**src/rtl/cdq_pkg.sv**
```systemverilog
// ----------------------------------------------------------------------------
// cdq_pkg
// shared widths, command and status codes and control types of the deque
// ----------------------------------------------------------------------------
package cdq_pkg;

    localparam int CMD_W  = 3;
    localparam int DATA_W = 32;
    localparam int CNT_W  = 8;
    localparam int STAT_W = 2;
    localparam int ADDR_W = 3;
    localparam int APB_W  = 32;

    typedef logic [CMD_W-1:0]  t_cmd;
    typedef logic [STAT_W-1:0] t_status;

    localparam t_cmd CMD_PUSH_LEFT  = 3'd0;
    localparam t_cmd CMD_PUSH_RIGHT = 3'd1;
    localparam t_cmd CMD_POP_LEFT   = 3'd2;
    localparam t_cmd CMD_POP_RIGHT  = 3'd3;
    localparam t_cmd CMD_NONE       = 3'd4;

    localparam t_status ST_OK    = 2'd0;
    localparam t_status ST_FULL  = 2'd1;
    localparam t_status ST_EMPTY = 2'd2;

    localparam logic [CNT_W-1:0] RST_CAPACITY = 8'd128;

    // controller to datapath
    typedef struct packed {
        logic latch;
        logic exec;
        logic rd;
        logic load;
    } t_ctl;

    // configuration write
    typedef struct packed {
        logic             we;
        logic [CNT_W-1:0] data;
    } t_cfg_wr;

    typedef struct packed {
        logic signed [DATA_W-1:0] left_value;
        logic signed [DATA_W-1:0] right_value;
        logic                     ends_valid;
        logic                     is_empty;
        logic                     is_full;
        logic [CNT_W-1:0]         fill_count;
        t_status                  status;
    } t_result;

endpackage

```
**src/rtl/cdq_ctrl.sv**
```systemverilog
// ----------------------------------------------------------------------------
// cdq_ctrl
// sequencer: accept, execute, read ends, load result register
// ----------------------------------------------------------------------------
module cdq_ctrl (
    input  logic          i_clk,
    input  logic          i_rst_n,
    input  logic          i_in_valid,
    output logic          o_in_ready,
    output logic          o_out_valid,
    input  logic          i_out_ready,
    output cdq_pkg::t_ctl o_ctl
);
    import cdq_pkg::*;

    localparam logic [1:0] S_IDLE = 2'd0;
    localparam logic [1:0] S_EXEC = 2'd1;
    localparam logic [1:0] S_READ = 2'd2;
    localparam logic [1:0] S_LOAD = 2'd3;

    logic [1:0] r_state, n_state;
    logic       r_out_valid, n_out_valid;
    logic       w_out_free;

    assign w_out_free  = !r_out_valid || i_out_ready;
    assign o_in_ready  = (r_state == S_IDLE);
    assign o_out_valid = r_out_valid;

    always_comb begin
        n_state     = r_state;
        n_out_valid = r_out_valid && !i_out_ready;
        o_ctl       = '0;
        unique case (r_state)
            S_IDLE: begin
                if (i_in_valid) begin
                    o_ctl.latch = 1'b1;
                    n_state     = S_EXEC;
                end
            end
            S_EXEC: begin
                o_ctl.exec = 1'b1;
                n_state    = S_READ;
            end
            S_READ: begin
                o_ctl.rd = 1'b1;
                n_state  = S_LOAD;
            end
            S_LOAD: begin
                if (w_out_free) begin
                    o_ctl.load  = 1'b1;
                    n_out_valid = 1'b1;
                    n_state     = S_IDLE;
                end
            end
            default: n_state = S_IDLE;
        endcase
    end

    always_ff @(posedge i_clk) begin
        if (!i_rst_n) begin
            r_state     <= S_IDLE;
            r_out_valid <= 1'b0;
        end else begin
            r_state     <= n_state;
            r_out_valid <= n_out_valid;
        end
    end

    a_load_valid: assert property (@(posedge i_clk) disable iff (!i_rst_n)
        o_ctl.load |=> r_out_valid)
        else $error("result not presented after load");

    a_one_step: assert property (@(posedge i_clk) disable iff (!i_rst_n)
        $onehot0({o_ctl.latch, o_ctl.exec, o_ctl.rd, o_ctl.load}))
        else $error("more than one datapath step in a cycle");

    a_hold_result: assert property (@(posedge i_clk) disable iff (!i_rst_n)
        (r_out_valid && !i_out_ready) |=> r_out_valid)
        else $error("stalled result beat dropped");

endmodule

```
**config.mk**
```make
export PLATFORM = sky130hd
export DESIGN_NAME = cdq_ctrl
export DESIGN_NICKNAME = d
export VERILOG_FILES = /design/src/rtl/cdq_pkg.sv /design/src/rtl/cdq_ctrl.sv
export SDC_FILE = /design/constraint.sdc
export NUM_CORES = 1
export LEC_CHECK = 0
export CORE_AREA = 5 5 42 44
export CTS_BUF_LIST = sky130_fd_sc_hd__clkbuf_2 sky130_fd_sc_hd__clkbuf_4 sky130_fd_sc_hd__clkbuf_8
export DETAILED_ROUTE_END_ITERATION = 8
export DIE_AREA = 0 0 47 49
export DONT_BUFFER_PORTS = 1
export PLACE_DENSITY = 0.32
export SYNTH_ARGS = -nofsm -noshare
export SYNTH_HDL_FRONTEND = slang
export SYNTH_SLANG_ARGS = --single-unit
export TNS_END_PERCENT = 1
```
**constraint.sdc**
```tcl
create_clock -name i_clk -period 1.4 [get_ports i_clk]
set_input_delay 0.07 -clock i_clk [delete_from_list [all_inputs] [get_ports i_clk]]
set_output_delay 0.07 -clock i_clk [all_outputs]
set_load 0.005 [all_outputs]
```
After elaboration in Yosys (flattened, before gate mapping) --
Cells that the tools add are included.
Word-level totals: register bits 3, bits of input ports 4
Operators by class: eq/ne operators 5, muxes and demuxes 11, reduce and logical (&&, ||, !) cells 6
Operator list (number):
- $mux 1 | 8
- $pmux 2 s4 | 1
- $eq 2x2->1 const B | 2
- $mux 2 | 2
- $ne 2x2->1 const B | 2
- $eq 2x1->1 const B | 1
- $logic_not 1->1 | 2
- $logic_not 2->1 | 1
- $reduce_and 2->1 | 1
- $logic_and 1x1->1 | 1
- $logic_or 1x1->1 | 1

Longest topological paths before layout --
depth in word-level cells 4, depth in mapped cells 4

Worst setup path after synthesis --
OpenSTA, ideal clock, no wires.
path kind register to register, start reg r_state[0], end reg r_state[0], arrival time 1036 ps, slack 249 ps, stages on the path, launching flop included 5, period minus slack after synthesis 1151 ps, cell sequence dfxtp_1 > inv_1 > ha_1 > o31a_1 > o21a_1
On the way: longest elaborated chain between the ends 3, elaborated cells on any way between the ends 8, classes of those cells eq/ne (5); mux (1); reduce/logical (2)
Ends and longest elaborated chain:
- from (decl) | line cdq_ctrl.sv:21 | logic [1:0] r_state, n_state;
- from (signal assigned) | line cdq_ctrl.sv:64 | r_state <= n_state;
- $logic_not 2->1 *
- named net o_in_ready | line cdq_ctrl.sv:9 | output logic o_in_ready,
- $ne 2x2->1 (no source line)
- $reduce_and 2->1 (no source line)
The timed path passes the listed nets; every way through them passes the cells marked *. A chain may end at the register's enable or synchronous reset.

Final worst setup path --
Same ends and word-level chain as after synthesis.

==> flow_metrics.env <==
export IMPL_r2r_slack_ps=170
export IMPL_io_buffer_count=0
export IMPL_design_area_um2=262
export IMPL_path_class="reg -> reg"
export IMPL_slew_headroom_pct=88.4
export IMPL_fin_nets=35
export IMPL_vias=159
export IMPL_via_per_inst=3.79
export IMPL_power_mw=0.533
export IMPL_core_um2=1400
export IMPL_cts_buffer_depth=2
export IMPL_synth_area_um2=201
export IMPL_postCtsResizedCells=0
export IMPL_critPathTopFamily="compound AO/OA/AOI/OAI gates"
export IMPL_end_kind="register"
export IMPL_syn_num_nets=29
export IMPL_grt_pass1_vias=183
export IMPL_antenna_found_initial=0
export IMPL_dpl_cell_area_um2=221
export IMPL_drtIter0Drc=2
export IMPL_synth_area_per_cell_um2=9.59
export IMPL_numCtsBuffers=3
export IMPL_maxCapViolations=0
export IMPL_grt_overflow=0
export IMPL_grt_use_total_pct=5.07
export IMPL_crit_path_top_delay_cell="dfxtp_1"
export IMPL_cp_required_ps=1520
export IMPL_htreeDepth=1
export IMPL_cts_sinks=3
export IMPL_path_cells="inv_1 > ha_1 > o31a_1 > o21a_1"
export IMPL_rows=14
export IMPL_r2r_start="r_state[0]"
export IMPL_worstMarginPinSlew_ps=173
export IMPL_finalHoldViolCount=0
export IMPL_start_kind="register"
export IMPL_cp_arrival_ps=1350
export IMPL_setup_tns_ps=0
export IMPL_peakVddDrop_v=0.000475
export IMPL_worst_slack_ps=170
export IMPL_slew_viol_final=0
export IMPL_period_share_pct=87.8
export IMPL_holdCritPathClass="in -> reg"
export IMPL_dr_pass1_iters=2
export IMPL_ant_nets=0
export IMPL_synth_cell_types=12
export IMPL_area_growth_pct=29.8
export IMPL_cts_tree="built"
export IMPL_grt_max_degree=5
export IMPL_drt_wl_total_um=473
export IMPL_clkTransAtPathRegs_ps=40
export IMPL_hold_depth=2
export IMPL_die_width_um=47
export IMPL_initial_core_util_pct=14.4
export IMPL_status="complete, no violations"
export IMPL_worstPathMaxFanout=4
export IMPL_post_route_drc_count=0
export IMPL_skew_ps=0.165
export IMPL_synth_cells=21
export IMPL_period_needed_ps=1230
export IMPL_place_congestion=0.661
export IMPL_p_leak_nw=0.126
export IMPL_die_y_um=49
export IMPL_rr_worst_depth=4
export IMPL_drive_gt1_share_pct=23.1
export IMPL_wl_per_cell_um=11.3
export IMPL_synth_seq_cells=3
export IMPL_dieArea_um2=2300
export IMPL_fmax_ghz=0.813
export IMPL_post_place_ws_ps=147
export IMPL_fill_cells=159
export IMPL_setup_viol=0
export IMPL_synth_warnings=0
export IMPL_min_from="i_rst_n"
export IMPL_slowest_delay_ps=370
export IMPL_critPathBufInv=1
export IMPL_dp_cells=37
export IMPL_p_per_area_nw_per_um2=2040
export IMPL_grt_pass1_wl_um=765
export IMPL_clock_root_buffer="clkbuf_4"
export IMPL_rsz0062_at_grt="no"
export IMPL_pin_count=10
export IMPL_min_to="r_state[0]"
export IMPL_final_cell_count_no_fill=42
export IMPL_diodes=0
export IMPL_seq_area_frac_synth_pct=29.8
export IMPL_r2r_end="r_state[0]"
export IMPL_insertion_delay_ps=230
## cell usage after synthesis (all sizes together)
master | instances | area (um^2)
inv | 3 | 11.3
mux2i | 1 | 10.0
o31a | 1 | 8.76
nand2 | 2 | 7.51
a21oi | 1 | 8.76
dfxtp | 3 | 60.1
and2b | 1 | 8.76
ha | 4 | 50.1
nor2b | 1 | 6.26
o21a | 2 | 15.0
and2 | 1 | 6.26
and3b | 1 | 8.76
## logic make-up (layout without fill, tap and decap cells)
logic type | after synthesis | count (layout) | synth area share (%)
AO/OA/AOI/OAI | 4 | 4 | 16.1
buffers and inverters | 3 | 8 | 5.59
adder cells (fa/ha/maj) | 4 | 4 | 24.8
multiplexers | 1 | 1 | 4.97
flip-flops | 3 | 3 | 29.8
AND/OR/NAND/NOR | 6 | 6 | 18.6
## worst register-to-register path: stages, from the launching register on
cell and delay (ps):
dfxtp_1 370, inv_1 80, ha_1 260, o31a_1 310, o21a_1 100
## timing repair
action	CTS	global route
hold buffers	1	0
buffers inserted	0	0
hold endpoints to repair	2	0
## layout make-up
type | count | area (um^2) | area share (%)
multi-input cells | 15 | 130 | 49.8
well taps | 16 | 20.0 | 7.66
inverters | 3 | 11.3 | 4.31
clock buffers | 4 | 30.0 | 11.5
repair buffers | 1 | 10.0 | 3.83
flip-flops and latches | 3 | 60.1 | 23.0
## per-layer routing
| metal | vias up | track usage (%) | wire, um |
|---|---|---|---|
| li1 | 78 | - | - |
| met1 | 74 | 4.62 | 179 |
| met2 | 7 | 5.88 | 220 |
| met3 | 0 | 5.90 | 74 |
| met4 | 0 | 4.15 | 0 |
| met5 | - | 0 | 0 |
## placed cells by master (no fill, tap or decap)
master	netlist	routed
dfxtp_1	3	3
o21a_1	2	2
dlygate4sd3_1	0	1
clkbuf_4	0	4
o31a_1	1	1
inv_1	3	3
nor2b_1	1	1
and2_1	1	1
ha_1	4	4
and3b_1	1	1
mux2i_1	1	1
a21oi_2	1	1
and2b_2	1	1
nand2_1	2	2
## through the flow
stage               util, %  hold WS (ps)
finish                 18.7          65.1
global route           18.7          65.2
CTS                    18.7          54.8
detailed placement     15.8           209
global placement       15.8           192
floorplan                 -           187
## sequential cells by signal, summed over array words and instances (netlist names)
signal	flops
r_state	2
o_out_valid	1
## power by group
part	internal (mW)	total, mW	leakage (nW)	switching [mW]
Clock	0.126	0.172	0.0184	0.0462
Sequential	0.120	0.154	0.0246	0.0344
Combinational	0.0955	0.206	0.0834	0.111
Total	0.342	0.533	0.126	0.191
## how the worst max path moves through the flow
| stage | endpoint | start | depth (start not counted) |
|---|---|---|---|
| floorplan | r_state[0] | r_state[0] | 4 |
| global placement | r_state[0] | r_state[0] | 4 |
| detailed placement | r_state[0] | r_state[0] | 4 |
| CTS | r_state[0] | r_state[0] | 4 |
| global route | r_state[0] | r_state[0] | 4 |
| finish | r_state[0] | r_state[0] | 4 |
Power figures use the tool's default switching activity.
